--- config.mk ---
export PLATFORM = sky130hd
export DESIGN_NAME = tcps_mod
export DESIGN_NICKNAME = d
export VERILOG_FILES = /design/src/rtl/tcps_pkg.sv /design/src/rtl/tcps_mod.sv
export SDC_FILE = /design/constraint.sdc
export NUM_CORES = 1
export LEC_CHECK = 0
export ABC_AREA = 1
export BUFFER_PORTS_ARGS = -buffer_cell sky130_fd_sc_hd__buf_4
export CELL_PAD_IN_SITES_DETAIL_PLACEMENT = 1
export CELL_PAD_IN_SITES_GLOBAL_PLACEMENT = 1
export CORE_ASPECT_RATIO = 1.1
export CORE_MARGIN = 2
export CORE_UTILIZATION = 39
export CTS_BUF_LIST = sky130_fd_sc_hd__clkbuf_2 sky130_fd_sc_hd__clkbuf_4 sky130_fd_sc_hd__clkbuf_8
export CTS_CLUSTER_DIAMETER = 30
export CTS_CLUSTER_SIZE = 8
export DETAILED_ROUTE_END_ITERATION = 6
export GPL_ROUTABILITY_DRIVEN = 0
export PLACE_DENSITY_LB_ADDON = 0.3
export RECOVER_POWER = 50
export SLEW_MARGIN = 40
export SYNTH_ARGS = -nofsm -noshare
export SYNTH_HDL_FRONTEND = slang
export SYNTH_SLANG_ARGS = --single-unit
--- constraint.sdc ---
create_clock -name clock -period 1.9 [get_ports clock]
set_input_delay 0.095 -clock clock [delete_from_list [all_inputs] [get_ports clock]]
set_output_delay 0.095 -clock clock [all_outputs]
set_load 0.01 [all_outputs]
--- src/rtl/tcps_pkg.sv ---
`default_nettype none

package tcps_pkg;

   localparam int SLOTS      = 64;
   localparam int SLOT_W     = $clog2(SLOTS);
   localparam int TICKET_MAX = 1023;
   // The ticket total plus one must fit, for the largest table as well.
   localparam int SUM_W      = $clog2(SLOTS * TICKET_MAX + 2);
   localparam int DIVD_W     = (2 * SUM_W > 32) ? 2 * SUM_W : 32;
   localparam int CNT_W      = $clog2(DIVD_W + 1);

   localparam logic [29:0] DRAW_OFFSET = 30'd1000000007;
   localparam logic [23:0] REM_MAX     = 24'hFFFFFF;

   typedef enum logic [2:0] {
      OP_SCHEDULE    = 3'd0,
      OP_ADMIT       = 3'd1,
      OP_SET_STATE   = 3'd2,
      OP_SET_CLASS   = 3'd3,
      OP_SET_TICKETS = 3'd4,
      OP_SET_PRIO    = 3'd5
   } op_type;

   localparam logic [2:0] TS_EMBRYO   = 3'd1;
   localparam logic [2:0] TS_RUNNABLE = 3'd3;
   localparam logic [2:0] TS_RUNNING  = 3'd4;
   localparam logic [2:0] TS_LAST     = 3'd5;

   localparam logic [1:0] CL_LOTTERY = 2'd0;
   localparam logic [1:0] CL_HRRN    = 2'd1;
   localparam logic [1:0] CL_SRPF    = 2'd2;
   localparam logic [1:0] CL_LAST    = 2'd3;

   localparam logic [1:0] CSR_DEFAULT_TICKETS = 2'd0;
   localparam logic [1:0] CSR_SRPF_CEILING    = 2'd1;
   localparam logic [1:0] CSR_SRPF_STEP       = 2'd2;

   typedef struct packed {
      logic [2:0]  state;
      logic [1:0]  cls;
      logic [9:0]  tickets;
      logic [31:0] arrival;
      logic [31:0] cycles;
      logic [23:0] remaining;
   } row_type;

   localparam int ROW_W = $bits(row_type);

   typedef struct packed {
      logic              start;
      logic [DIVD_W-1:0] dividend;
      logic [SUM_W-1:0]  divisor;
   } mod_req_type;

   typedef struct packed {
      logic             done;
      logic [SUM_W-1:0] rem;
   } mod_rsp_type;

endpackage

`default_nettype wire

--- src/rtl/tcps_mod.sv ---
`default_nettype none

module tcps_mod
   import tcps_pkg::*;
(
   input  wire logic        clock,
   input  wire logic        reset,
   input  wire mod_req_type req,
   output mod_rsp_type      rsp
);

   logic              busy_ff, busy_in;
   logic              done_ff, done_in;
   logic [CNT_W-1:0]  cnt_ff, cnt_in;
   logic [DIVD_W-1:0] dvd_ff, dvd_in;
   logic [SUM_W-1:0]  dsr_ff, dsr_in;
   logic [SUM_W-1:0]  rem_ff, rem_in;
   logic [SUM_W:0]    trial;

   // Restoring remainder: one dividend bit is brought down each cycle.
   always_comb begin
      trial   = {rem_ff, dvd_ff[DIVD_W-1]};
      busy_in = busy_ff;
      done_in = 1'b0;
      cnt_in  = cnt_ff;
      dvd_in  = dvd_ff;
      dsr_in  = dsr_ff;
      rem_in  = rem_ff;
      if (req.start) begin
         busy_in = 1'b1;
         cnt_in  = CNT_W'(DIVD_W);
         dvd_in  = req.dividend;
         dsr_in  = req.divisor;
         rem_in  = '0;
      end else if (busy_ff) begin
         dvd_in = {dvd_ff[DIVD_W-2:0], 1'b0};
         if (trial >= {1'b0, dsr_ff}) begin
            rem_in = SUM_W'(trial - {1'b0, dsr_ff});
         end else begin
            rem_in = trial[SUM_W-1:0];
         end
         cnt_in = cnt_ff - 1'b1;
         if (cnt_ff == CNT_W'(1)) begin
            busy_in = 1'b0;
            done_in = 1'b1;
         end
      end
   end

   always_ff @(posedge clock) begin
      if (reset) begin
         busy_ff <= 1'b0;
         done_ff <= 1'b0;
         cnt_ff  <= '0;
      end else begin
         busy_ff <= busy_in;
         done_ff <= done_in;
         cnt_ff  <= cnt_in;
      end
      dvd_ff <= dvd_in;
      dsr_ff <= dsr_in;
      rem_ff <= rem_in;
   end

   assign rsp.done = done_ff;
   assign rsp.rem  = rem_ff;

endmodule

`default_nettype wire

==> out/results.txt <==
For the largest net degree at the start of global routing, the log shows 43. The number of pins with negative max-slew slack in the final report is 0, and the parity-gate share of the synthesized area counting xor and xnor cells is 1.692%. The detail route stage leaves a number of antenna-violating nets equal to 0. For the pin with the worst max-slew slack, the measured transition is 0.9860 ns. By area the synthesized netlist is led by edfxtp_1 (35%), nand2_1 (20%), dfxtp_1 (12%), inv_1 (7.3%), ha_1 (5.4%). After detailed placement, the total cell area comes to 5107 µm². The required time at the endpoint of the critical path came out at 2.18 ns. Hold slack: 0.003190 ns.

The worst hold path passes through 3 cells. Data on the critical path arrives at its endpoint at 2.24 ns. The post-route fraction of the period consumed by the critical path works out to 102.9%. STA classifies the critical path startpoint as a flop. The region available for standard cell placement spans 10340 µm². The number of antenna diodes in the final layout is 0. Number of rows created at floorplan: 39. The worst setup path category is reg2reg. Sorting the synthesized cells by how often they occur yields nand2_1 (226), inv_1 (80), edfxtp_1 (48). The setup check on the worst reg-to-reg path leaves a slack of -0.06 ns.

The signal on the critical path passes through inv_2, ha_4, nand2_4, nand2_4, nand2_2, nand2_2, nand2_2, nand2_2, nor2_4, buf_12, nand3_2, nand2_1, inv_1, nand2_1, nand2_1. Layout cell share with drive strength beyond 1: 33.91%. Of the total synthesized cell area, the portion taken by full adders, half adders and majority gates is 5.923%.

Overall power consumption after layout is estimated at 3.860 mW. Top-level I/O count: 68. The run gives 3.074 nW as the static leakage power. The root buffer cell chosen for the clock tree is clkbuf_8. The tools report the count of placed standard cells including taps as 778. The tools report the endpoint of the worst hold-timing path as dvd_ff[3]. The detail-routed via count per cell is 4.943.

The dominant cell type by count on the critical path is nand2_2. The top fanout value on the critical path is 5. The startpoint identified for the worst register-to-register timing path is dsr_ff[10]. The run gives 4 as the total iterations of the first detailed-routing run. The slowest stage of the critical path is the edfxtp_1 cell.

The average instance in the mapped netlist occupies 7.710 µm². For this run, the number of Yosys warnings is 0. The final setup slack of the worst path is -0.05557 ns. Counting cells, the worst reg-to-reg path comes to 15. Worst flop-to-flop path endpoint: rem_ff[14]. The final worst clock skew was 0.01359 ns. The global-route usage over all layers was 24.62%; the count of distinct cell types in the synthesized netlist was 33. The clock passes through at most 2 buffers.

The element type at the critical path end is a flop. Post-synthesis async set-or-reset flop share: 0%. The synthesized netlist cell count came out at 537. After the flow finishes, the layout carries non-filler instances totaling 842. The complex-gate fraction of the synthesized area was 2.931%. The power density of the placed cells works out to 617.0 nW/µm².

The run finished, with violations left. TritonCTS built the clock tree. The x dimension of the die came out at 102.2 µm. Together, buffers and inverters on the worst path number 3. IR analysis of the VDD net gives a maximum drop of 0.4780 mV. Synthesis produced a netlist with a net count of 607. The tool flagged a number of max-cap violations equal to 0. The number of buffer cells added on primary ports was 67.

The tools report the source-to-sink clock delay at the later pin of the worst-skew pair as 0.38 ns. After synthesis the netlist holds a flip-flop and latch count of 72. Summed over all failing endpoints, the final setup total negative slack is -0.2603 ns. Dominant cell by count in the synthesized netlist: nand2_1. The kind of cell with the highest combined delay on the critical path was simple AND/OR/NAND/NOR gates. The H-tree depth reported by CTS was 3; the number of logic stages on the critical path including buffering was 15. From synthesis to final layout, the design area changed by 51.10%.

The run gives 46.42% as the sequential share of the synthesized area. The first global-routing pass estimated 21490 µm of wire. The area of the die came out at 11460 µm². The simple-gate portion of the synthesized area was 33.79%. For this block, the initial DRC count from the detailed router was 146.

In the final design database the tool counted 764 nets. The overflow left after global routing is 0, and the initial core utilization is 40.02%. After legalization and detailed placement, the total HPWL measured 8735 µm. The routed wire length was 14630 µm; the number of enable flip-flop cells after synthesis was 48. After clock tree synthesis, the clock-pin slew on the worst setup and hold paths is 0.09 ns. The tools report the count of endpoints failing setup in the final report as 13. The final reports fail on negative setup slack. OpenSTA, run right after detailed placement, puts the worst setup slack at -0.07028 ns. The maximum achievable frequency was 511.4 MHz; the summed instance area of the synthesized netlist was 4140 µm². The minimum period implied by the final worst setup slack came out at 1.956 ns. The mux cell area share after synthesis came out at 0%.

The run gives 4162 as the total number of vias. The CTS sink count was 72. The dominant register cell in the synthesized netlist was edfxtp_1. In this run the most critical hold path is launched from req[19].

For this run, the share of the core covered by cells in the final layout is 60.47%. The cell type with the largest total area after synthesis is edfxtp_1. In this run the tightest slew margin relative to its limit is 34.27%. The number of antenna violations at the first check in global routing is 0.

The run gives 0 as the count of final hold-check violations. Type of the tightest min-delay check: in2reg. After filler insertion, the fill cell instance count of the layout stands at 1230. The number of CTS-inserted buffers is 9, and the number of global-route vias before repair is 4477. The die boundary height is 112.1 µm. The final design instance area without fill was 6256 µm²; the top cell type's share of synthesized area was 34.81%. After synthesis, the largest family of logic cells by area is simple AND/OR/NAND/NOR gates. Setup repair after global routing could not meet its margin everywhere. In the final routed layout, each cell accounts on average for 17.37 µm. After detailed routing, the number of remaining DRC violations is 0. For this run, the slowest stage of the critical path takes 0.40 ns.
-- worst reg2reg max path, stage by stage (launching register included) --
cell      delay (ns)
edfxtp_1        0.40
inv_2           0.09
ha_4            0.22
nand2_4         0.08
nand2_4         0.05
nand2_2         0.07
nand2_2         0.07
nand2_2         0.07
nand2_2         0.06
nor2_4          0.24
buf_12          0.17
nand3_2         0.07
nand2_1         0.09
inv_1           0.06
nand2_1         0.06
nand2_1         0.05
-- flip-flops by register name (all words and copies together) (netlist names) --
signal / count
dvd_ff: 32
dsr_ff: 16
rem_ff: 16
cnt_ff: 6
busy_ff: 1
done_ff: 1
-- timing repair --
action                                  in CTS  in global routing
gates resized for setup                     29                 77
endpoints found under the hold margin       39                  0
hold buffers                                38                  0
pin swaps                                    5                 33
buffers inserted                             1                  6
endpoints found under the setup margin       9                 16
cloned                                       1                  2
-- metal layers --
metal  share of wire (%)  vias to the layer above  track usage, %
li1                    -                     2009               -
met1                  38                     2001           26.85
met2                  53                      111           45.18
met3                 3.9                       41           4.732
met4                 4.3                        0           11.20
met5                   0                        -               0
-- cell families after synthesis --
family,count (synthesis)
AO/OA/AOI/OAI,22
flip-flops,72
AND/OR/NAND/NOR,323
XOR/XNOR,8
adder cells (fa/ha/maj),19
buffers and inverters,93
-- cell usage in the layout (no fill, tap or decap), types with 10 or more instances in the layout --
cell type	netlist	final
nand3_2	5	14
nor2_1	24	17
edfxtp_1	48	48
nand2_1	226	198
nand2_2	3	25
inv_1	80	61
clkbuf_4	1	18
inv_2	0	19
dfxtp_1	24	24
buf_4	1	96
dlygate4sd3_1	0	38
ha_4	0	15
nand3_1	36	24
clkbuf_8	0	10
-- power by group --
part           switching, mW  internal (mW)
clock network          0.640          0.666
logic                  0.379          0.330
registers             0.0433           1.80
-- worst max-delay path by stage --
stage	end	slack [ns]	from
2_1_floorplan	rem_ff[14]	0.09	dvd_ff[31]
3_3_place_gp	rem_ff[14]	0.03	dvd_ff[31]
3_5_place_dp	rem_ff[14]	-0.07	dvd_ff[31]
4_1_cts	rem_ff[5]	-0.003	dsr_ff[15]
5_1_grt	rem_ff[11]	-0.16	dsr_ff[2]
6_report	rem_ff[14]	-0.06	dsr_ff[10]
-- layout make-up --
cell class | instances | area, µm² | area share [%]
multi-input cells | 373 | 2281 | 36.46
flip-flops and latches | 72 | 1922 | 30.72
repair buffers | 158 | 1375 | 21.98
inverters | 80 | 300.3 | 4.800
well taps | 143 | 178.9 | 2.860
clock buffers | 12 | 152.6 | 2.440
clock inverters | 4 | 46.29 | 0.7400
Power figures use the tool's default switching activity.
