## config.mk

```make
export PLATFORM = sky130hd
export DESIGN_NAME = tcps_ram
export DESIGN_NICKNAME = d
export VERILOG_FILES = /design/src/rtl/tcps_ram.sv
export SDC_FILE = /design/constraint.sdc
export NUM_CORES = 1
export LEC_CHECK = 0
export ABC_AREA = 1
export BUFFER_PORTS_ARGS = -buffer_cell sky130_fd_sc_hd__buf_2
export CAP_MARGIN = 0
export CORE_UTILIZATION = 45
export CTS_BUF_LIST = sky130_fd_sc_hd__clkbuf_2
export DETAILED_ROUTE_END_ITERATION = 8
export SYNTH_ARGS = -nofsm -noshare
export SYNTH_HDL_FRONTEND = slang
export SYNTH_SLANG_ARGS = --single-unit
```

## constraint.sdc

```tcl
create_clock -name clock -period 4.95 [get_ports clock]
set_clock_uncertainty 0.2 [all_clocks]
set_input_delay 0.2475 -clock clock [delete_from_list [all_inputs] [get_ports clock]]
set_output_delay 0.2475 -clock clock [all_outputs]
set_load 0.005 [all_outputs]
```

## src/rtl/tcps_ram.sv

```systemverilog
`default_nettype none

module tcps_ram #(
   parameter int WIDTH = 8,
   parameter int DEPTH = 64
) (
   input  wire logic                     clock,
   input  wire logic                     wr_en,
   input  wire logic [$clog2(DEPTH)-1:0] wr_addr,
   input  wire logic [WIDTH-1:0]         wr_data,
   input  wire logic [$clog2(DEPTH)-1:0] rd_addr,
   output logic      [WIDTH-1:0]         rd_data
);

   logic [WIDTH-1:0] mem [DEPTH];

   always_ff @(posedge clock) begin
      if (wr_en) begin
         mem[wr_addr] <= wr_data;
      end
      rd_data <= mem[rd_addr];
   end

endmodule

`default_nettype wire

```

==> results of run 1 <==
==> registers in the layout, indices dropped and copies added, names as in the netlist <==
name     flops
mem        512
rd_data      8
==> cell families (layout without fill, tap and decap cells) <==
family                 count (synthesis)  in the layout  share of synthesized area [%]
DFF                                  520            520                           72.8
buffers and inverters                125            349                           4.02
and+or+nand+nor                     1160           1160                           23.2
other                                  0              3                              0
==> placed cells by master, fill, tap and decap left out, types with 24 or more instances in the layout <==
cell	n
sky130_fd_sc_hd__buf_2	27
sky130_fd_sc_hd__buf_4	24
sky130_fd_sc_hd__clkbuf_2	185
sky130_fd_sc_hd__clkinv_1	24
sky130_fd_sc_hd__dlygate4sd3_1	60
sky130_fd_sc_hd__edfxtp_1	512
sky130_fd_sc_hd__nand2_1	648
sky130_fd_sc_hd__nand3_1	439
sky130_fd_sc_hd__nor2_1	56
==> synthesized netlist by cell type <==
| library cell | instances | area, um2 |
|---|---|---|
| sky130_fd_sc_hd__buf_4 | 14 | 105 |
| sky130_fd_sc_hd__buf_8 | 2 | 30.0 |
| sky130_fd_sc_hd__buf_6 | 35 | 394 |
| sky130_fd_sc_hd__clkbuf_1 | 15 | 56.3 |
| sky130_fd_sc_hd__nand2_1 | 648 | 2430 |
| sky130_fd_sc_hd__buf_2 | 37 | 185 |
| sky130_fd_sc_hd__buf_1 | 10 | 37.5 |
| sky130_fd_sc_hd__dfxtp_1 | 8 | 160 |
| sky130_fd_sc_hd__inv_6 | 1 | 8.76 |
| sky130_fd_sc_hd__inv_2 | 1 | 3.75 |
| sky130_fd_sc_hd__edfxtp_1 | 512 | 15400 |
| sky130_fd_sc_hd__nor2_1 | 56 | 210 |
| sky130_fd_sc_hd__nand3_1 | 439 | 2200 |
| sky130_fd_sc_hd__nor4_1 | 8 | 50.1 |
| sky130_fd_sc_hd__nand4_1 | 9 | 56.3 |
| sky130_fd_sc_hd__inv_1 | 10 | 37.5 |
==> final cells by class <==
| type | instances | area share [%] |
|---|---|---|
| diodes | 3 | 0.0321 |
| clock buffers | 185 | 3.96 |
| flip-flops and latches | 520 | 66.5 |
| well taps | 607 | 3.25 |
| inverters | 12 | 0.236 |
| clock inverters | 37 | 0.637 |
| repair buffers | 115 | 4.26 |
| multi-input cells | 1160 | 21.2 |
==> worst reg2reg max path: cells and delay by family, from the launching register on <==
family	cells	cell delay [ns]
buf+inv	6	3.47
flops	1	0.37
simple gates	8	0.60
==> layer usage <==
layer | part of all wire [%] | up-vias | wire length (um) | global-route usage [%]
li1 | - | 6708 | - | -
met1 | 43 | 7036 | 24100 | 33.0
met2 | 47 | 618 | 26100 | 36.4
met3 | 8.0 | 85 | 4470 | 5.85
met4 | 1.9 | 0 | 1040 | 8.94
met5 | 0 | - | 0 | 0
==> stage by stage <==
stage          total power [mW]  instance area, um2  utilization [%]  setup slack (ns)  hold WS (ns)
2_1_floorplan              5.32               21300                -              2.74         0.146
3_3_place_gp               5.53               21700             46.5              2.00         0.449
3_5_place_dp               5.54               21700             46.5              1.98         0.450
4_1_cts                    8.27               23400             50.1            0.0965        0.0381
5_1_grt                    8.53               23400             50.1           0.00477         0.155
6_report                   8.20               23400             50.1             0.171         0.187
==> final timing paths <==
check	depth (start not counted)	startpoint	slack, ns	endpoint
min	6	rd_addr[3]	0.19	rd_data[0]
max reg2reg	14	mem[2][5]	0.21	rd_data[5]
min reg2reg	8	mem[16][0]	0.62	rd_data[0]
max	16	rd_addr[1]	0.17	rd_data[5]
==> report_power, final <==
group	leakage [nW]	switching [mW]	internal, mW	total (mW)
logic	3.08	0.432	0.168	0.599
clock network	0.855	1.71	1.01	2.72
registers	4.67	0.0193	4.87	4.89
total	8.61	2.17	6.04	8.20
==> what timing repair did <==
action,CTS,global route
endpoints found under the setup margin,0,1
hold endpoints to repair,1032,0
resized for setup,0,3
hold buffers,60,0
==> run summary, run 1 <==
Entering global routing, the biggest net connects 102 pins. For this block, the via count after detailed routing is 14400. The sequential area share after synthesis is 72.8%. The highest achievable clock rate came out at 0.209 GHz.

The critical path is of the primary input to register type. The aggregate global-route resource usage came out at 23.8%. Of the available clock period, the critical path in the final layout requires 96.5%. The area occupied by multi-input gates is 4950 um2. The clock tree buffer depth came out at 3. The total length of routed wires came out at 55600 um. The mapped cell area is 21300 um2. The critical path goes through dlygate4sd3_1, buf_4, inv_4, buf_12, nand3_1, nand3_1, dlygate4sd3_1, nand2_1, dlygate4sd3_1, nand2_1, nand3_1, dlygate4sd3_1, nand3_1, dlygate4sd3_1, nand2_1, dlygate4sd3_1. Setup repair after global routing left no endpoint under its margin. Grouping stages by cell kind, the critical path spends the most delay in buffers and inverters. Once the floorplan was initialized, standard cells occupied 45.7% of the core. The worst setup path is captured at a register. The cell at the root of the clock tree is sky130_fd_sc_hd__clkbuf_2. The number of buffers inserted by post-CTS setup repair is 0. In this run the standard cell core region covers 46700 um2. The post-synth net total is 1827.

The number of clock sinks seen by CTS came out at 520. The non-filler instance count after layout came out at 2639. The register area came out at 15500 um2. Dividing the detail-routed wire length by the instance count gives 21.1 um. The number of rows in the core area is 79. The height of the chip is 220 um.

The via density per instance came out at 5.47. Headroom to the max-slew limit came out at 26.8%. For this run the aggregate overflow at the end of global routing stands at 0. The proportion of layout cells with a drive suffix above 1 came out at 12.6%.

The critical path arrival came out at 5.75 ns. The power per standard cell area is 351 nW/um2. The die extent in x is 220 um.

Once detail routing completed, the nets flagged for antenna violations numbered 0. The final number of hold-violating endpoints is 0. The critical-path maximum fanout came out at 73.

The number of buffers added by the clock tree synthesis step came out at 139. For this run, the detailed router's first-pass iteration total came to 7. The HPWL after detailed placement is 29400 um. The final reports fail on DRC.

For this run, design rule violations remaining after detail routing come to 6. After routing, the total negative slack on setup checks comes to 0 ns. The register bit total from synthesis is 520. The final layout contains 1970 nets.

The clock slew at the register clock pins of the worst setup and hold paths came out at 0.10 ns. Port buffering added 29 buffers. The Yosys step of the flow raised 0 warnings.

For the pin with the worst max-slew slack, the measured transition is 1.10 ns. The clock reaches the later pin of the worst-skew pair after 1.30 ns. The total placed cells including tap cells is 2354. After technology mapping, the gate count stands at 1805. The flow ran to the end, but the final reports show violations.

The die covers 48300 um2. The synthesized area per cell came out at 11.8 um2. The worst path needs 4.78 ns of the cycle, external delays included. The worst hold path belongs to the class primary input to register. The reported leakage power came out at 8.61 nW. The worst setup path is launched from a primary input.

The number of buffers and inverters on the critical path came out at 9. The total count of max-transition violations in the final report came out at 0. The number of top-level pins is 30. For this run, the slowest stage of the critical path takes 0.70 ns. The worst vdd rail ir drop came out at 0.190 mV. The placer's final routability congestion estimate came out at 0.812.

The synthesis-to-finish area growth came out at 9.53%. The distinct cell type count of the synthesized netlist came out at 16. The via count of the first global-routing pass is 14300.

The global-route wire length before repair is 84200 um. The starting DRC count in detailed routing is 1484. The total of fill cells in the finished design came out at 4226.

The number of failing setup endpoints in the final timing report is 0. The required time at the endpoint of the critical path is 5.92 ns. TritonCTS built the clock tree. The max-capacitance violation count is 0. Among all stages on the critical path, the largest delay is contributed by sky130_fd_sc_hd__inv_4.

Counting stages on the worst path, the most repeated cell is sky130_fd_sc_hd__dlygate4sd3_1. The level count of the clock H-tree came out at 4. The number of antenna violations at the first check in global routing came to 2.
Note: power is estimated with default switching activity, not from simulation.
==> run 2, diff against run 1 <==
==> constraint.sdc (replaced) <==
create_clock -name clock -period 5.55 [get_ports clock]
set_clock_uncertainty 0.2 [all_clocks]
set_input_delay 0.2775 -clock clock [delete_from_list [all_inputs] [get_ports clock]]
set_output_delay 0.2775 -clock clock [all_outputs]
set_load 0.005 [all_outputs]
==> run 2 against run 1 <==
- the run still ends with DRC left
- via count decreased by 1.3%
- first-iteration DRC count increased by 5.6%
- critical path depth shrank 2
- setup slack better by 1.0 ns
- global-route usage is 0.23 points lower
- clock power is 8.8% lower
- sequential share of layout area increased by 0.76 points
- die area unchanged
- critical endpoint is now rd_data[7]
- highest routed layer is now met5
==> run summary, run 2 (same netlist as run 1, synthesis figures left out) <==
The via total after detailed routing came out at 14300 (-1.3%). The headroom to the max-slew limit is 17.3% (-9.5 points). The average routed wire per standard cell came out at 21.1 um (+0.21%). The height of the chip came out at 220 um (unchanged).

The worst hold-check path type is primary input to register. The number of antenna violations at the first check in global routing is 3 (+1). The global-route wire length before repair came out at 83900 um (-0.43%).

TritonCTS built the clock tree. The global routing usage on met1 came out at 33.1% (+0.16 points). The power per standard cell area came out at 318 nW/um2 (-9.4%). The quantity of I/O buffers inserted on ports is 29 (unchanged). The critical path's largest stage delay is 0.86 ns (+0.16 ns). The startpoint identified for the worst hold timing path is rd_addr[2].

The number of design rule violations left after detail routing came out at 4 (-2). The max-capacitance violation count came out at 0 (unchanged). The number of buffers inserted by post-CTS setup repair came out at 0 (unchanged).

The number of cells on the worst hold path came out at 8 (+2). The final-stage net count is 1936 (-1.7%). The core area is 46700 um2 (unchanged).

The number of failing setup endpoints in the final timing report is 0 (unchanged). The number of buffers added by the clock tree synthesis step came out at 136 (-2.2%). The post-detailed-route count of antenna-violating nets was 0 (unchanged). The worst vdd rail ir drop came out at 0.168 mV (-11%). The total count of max-transition violations in the final report is 0 (unchanged). The worst reg-to-reg path cell count came out at 11 (-3).

The ratio of final minimum period to clock period is 78.6%. The cell family contributing the most delay on the critical path is buffers and inverters. The number of rows in the core area is 79 (unchanged). The aggregate global-route resource usage came out at 23.6% (-0.23 points). In the layout the commonest cells are 648 x sky130_fd_sc_hd__nand2_1, 512 x sky130_fd_sc_hd__edfxtp_1, 439 x sky130_fd_sc_hd__nand3_1, 206 x sky130_fd_sc_hd__clkbuf_2, 56 x sky130_fd_sc_hd__nor2_1. The fraction of met2 tracks used by global routing is 35.5% (-0.93 points). The iteration count of the initial detailed-routing pass came to 8 (+1). The total internal power came to 5.44 mW (-9.9%).

The number of clock sinks seen by CTS is 520 (unchanged). The number of top-level pins was 30 (unchanged). The placer's final routability congestion estimate came out at 0.856 (+5.4%). The transition time at the pin with the least slew margin came to 1.24 ns (+0.141 ns).

The number of logic stages on the critical path including buffering is 14 (-2). The final number of hold-violating endpoints came to 0 (unchanged). The via density per instance came out at 5.46 (-0.32%).

The overall die area came out at 48300 um2 (unchanged). The critical path arrival came out at 5.14 ns (-0.61 ns). Setup repair after global routing left no endpoint under its margin. The run finished, with violations left. The power share of the combinational group is 7.0% (-0.3 points). The total length of routed wires came out at 55200 um (-0.74%). The shortest period the worst path allows came out at 4.36 ns. The critical-path maximum fanout was 84 (+15%). The reported leakage power came to 8.53 nW (-0.92%). The latest clock arrival within the worst-skew pair came out at 1.11 ns (-0.19 ns). The largest registers in the layout are mem x512, rd_data x8. The net load switching power is 1.91 mW (-12%). The worst setup path is captured at a register.

In this run the most used layer during global routing was met2. The highest achievable clock rate is 0.229 GHz. The HPWL after detailed placement is 29600 um (+0.59%). The global route total overflow is 0 (unchanged).

The level count of the clock H-tree came out at 4 (unchanged). The number of buffers and inverters on the critical path came out at 7 (-2). The slowest stage of the critical path is the sky130_fd_sc_hd__inv_4 cell. The via count of the first global-routing pass is 14000 (-1.6%).

The clock slew at the register clock pins of the worst setup and hold paths is 0.10 ns (about the same). The clock tree buffer depth came out at 3 (unchanged). The worst register-to-register path begins at mem[55][7]. The final reports fail on DRC. The flip-flop count of the largest register, all copies and words added is 512 (unchanged). The critical path goes through dlygate4sd3_1, buf_4, inv_4, buf_4, nand3_1, nand3_1, nand2_1, nand2_1, nand3_1, dlygate4sd3_1, nand3_1, dlygate4sd3_1, nand2_1, dlygate4sd3_1. The synthesis-to-finish area growth came out at 8.29%. The kind of critical path is primary input to register. The clock power share came out at 33.7% (+0.6 points).

The met3 demand-to-capacity share in global routing is 5.31% (-0.54 points). The root buffer cell chosen for the clock tree is sky130_fd_sc_hd__clkbuf_2. The required time at the endpoint of the critical path is 6.33 ns (+0.41 ns). The initial core utilization came out at 45.7% (unchanged). More flip-flops sit in one register than any other, and that register is mem. The pin count of the biggest net entering global routing came to 194 (+90%).

The end-of-flow core utilization is 49.5% (-0.57 points). Leaving out fill and tap cells, the most frequent cell in the layout is sky130_fd_sc_hd__nand2_1. The worst setup path is launched from a primary input. The die extent in x came to 220 um (unchanged).

The sum of negative setup slack came to 0 ns (unchanged). The share of power burned in registers is 59.2% (-0.3 points). The starting DRC count in detailed routing came out at 1567 (+5.6%).

The switching share of total power is 26.0% (-0.43 points). The critical path starts at rd_addr[1]. The proportion of layout cells with a drive suffix above 1 is 13.5% (+0.91 points).
run 2: changes by cell type in the layout (fill, tap and decap cells not counted), moves of 2 or more:
cell,change
sky130_fd_sc_hd__buf_4,-2
sky130_fd_sc_hd__dlygate4sd3_1,-29
sky130_fd_sc_hd__inv_2,-2
sky130_fd_sc_hd__clkinv_1,-11
sky130_fd_sc_hd__clkinv_2,-3
sky130_fd_sc_hd__clkbuf_2,+21
run 2: path summary, 6_finish.rpt:
check | end | slack [ns]
worst min register to register | rd_data[5] | 0.62
worst max-delay path | rd_data[7] | 1.19
worst max register to register | rd_data[7] | 2.42
worst min-delay path | rd_data[5] | 0.13
run 2: per-stage QoR:
stage / instances / hold slack, ns / area [um2] / total power, mW / setup slack, ns
after floorplan: 1805 / 0.176 / 21300 / 4.74 / 3.31
after global placement: 2352 / 0.481 / 21700 / 4.94 / 2.27
after detailed placement: 2352 / 0.478 / 21700 / 4.94 / 2.21
after CTS: 2611 / 0.00644 / 23100 / 7.40 / 1.33
after global routing: 2612 / 0.0841 / 23100 / 7.65 / 1.01
final: 2614 / 0.133 / 23100 / 7.35 / 1.19
run 2: worst register-to-register path: cells and delay by family, from the launching register on:
| kind | cells | cell delay, ns |
|---|---|---|
| flops | 1 | 0.36 |
| simple gates | 8 | 0.76 |
| buf+inv | 3 | 1.70 |
run 2: power groups by stage:
stage / logic (mW) / clock network [mW] / registers (mW)
finish: 0.518 / 2.48 / 4.36
global route: 0.567 / 2.72 / 4.36
CTS: 0.517 / 2.53 / 4.36
detailed placement: 0.496 / 0 / 4.45
global placement: 0.492 / 0 / 4.45
floorplan: 0.305 / 0 / 4.44
run 2: repair_timing:
action                                 4_1_cts  5_1_grt
hold buffers                                31        0
endpoints found under the hold margin      991        0
gates resized for setup                      0        0
run 2: final cells by class:
class	instances	area [um2]
inverter	12	52.6
tap	607	759
sequential	520	15500
clock buffer	206	1030
timing repair buffer	84	684
antenna	3	7.51
clock inverter	22	92.6
multi-input combinational	1160	4950
fill	4252	23500
run 2: layer usage:
layer | vias up | share of wire, %
met5 | - | 0.014
met4 | 2 | 2.5
met3 | 91 | 8.6
met2 | 631 | 45
met1 | 6895 | 43
li1 | 6645 | -
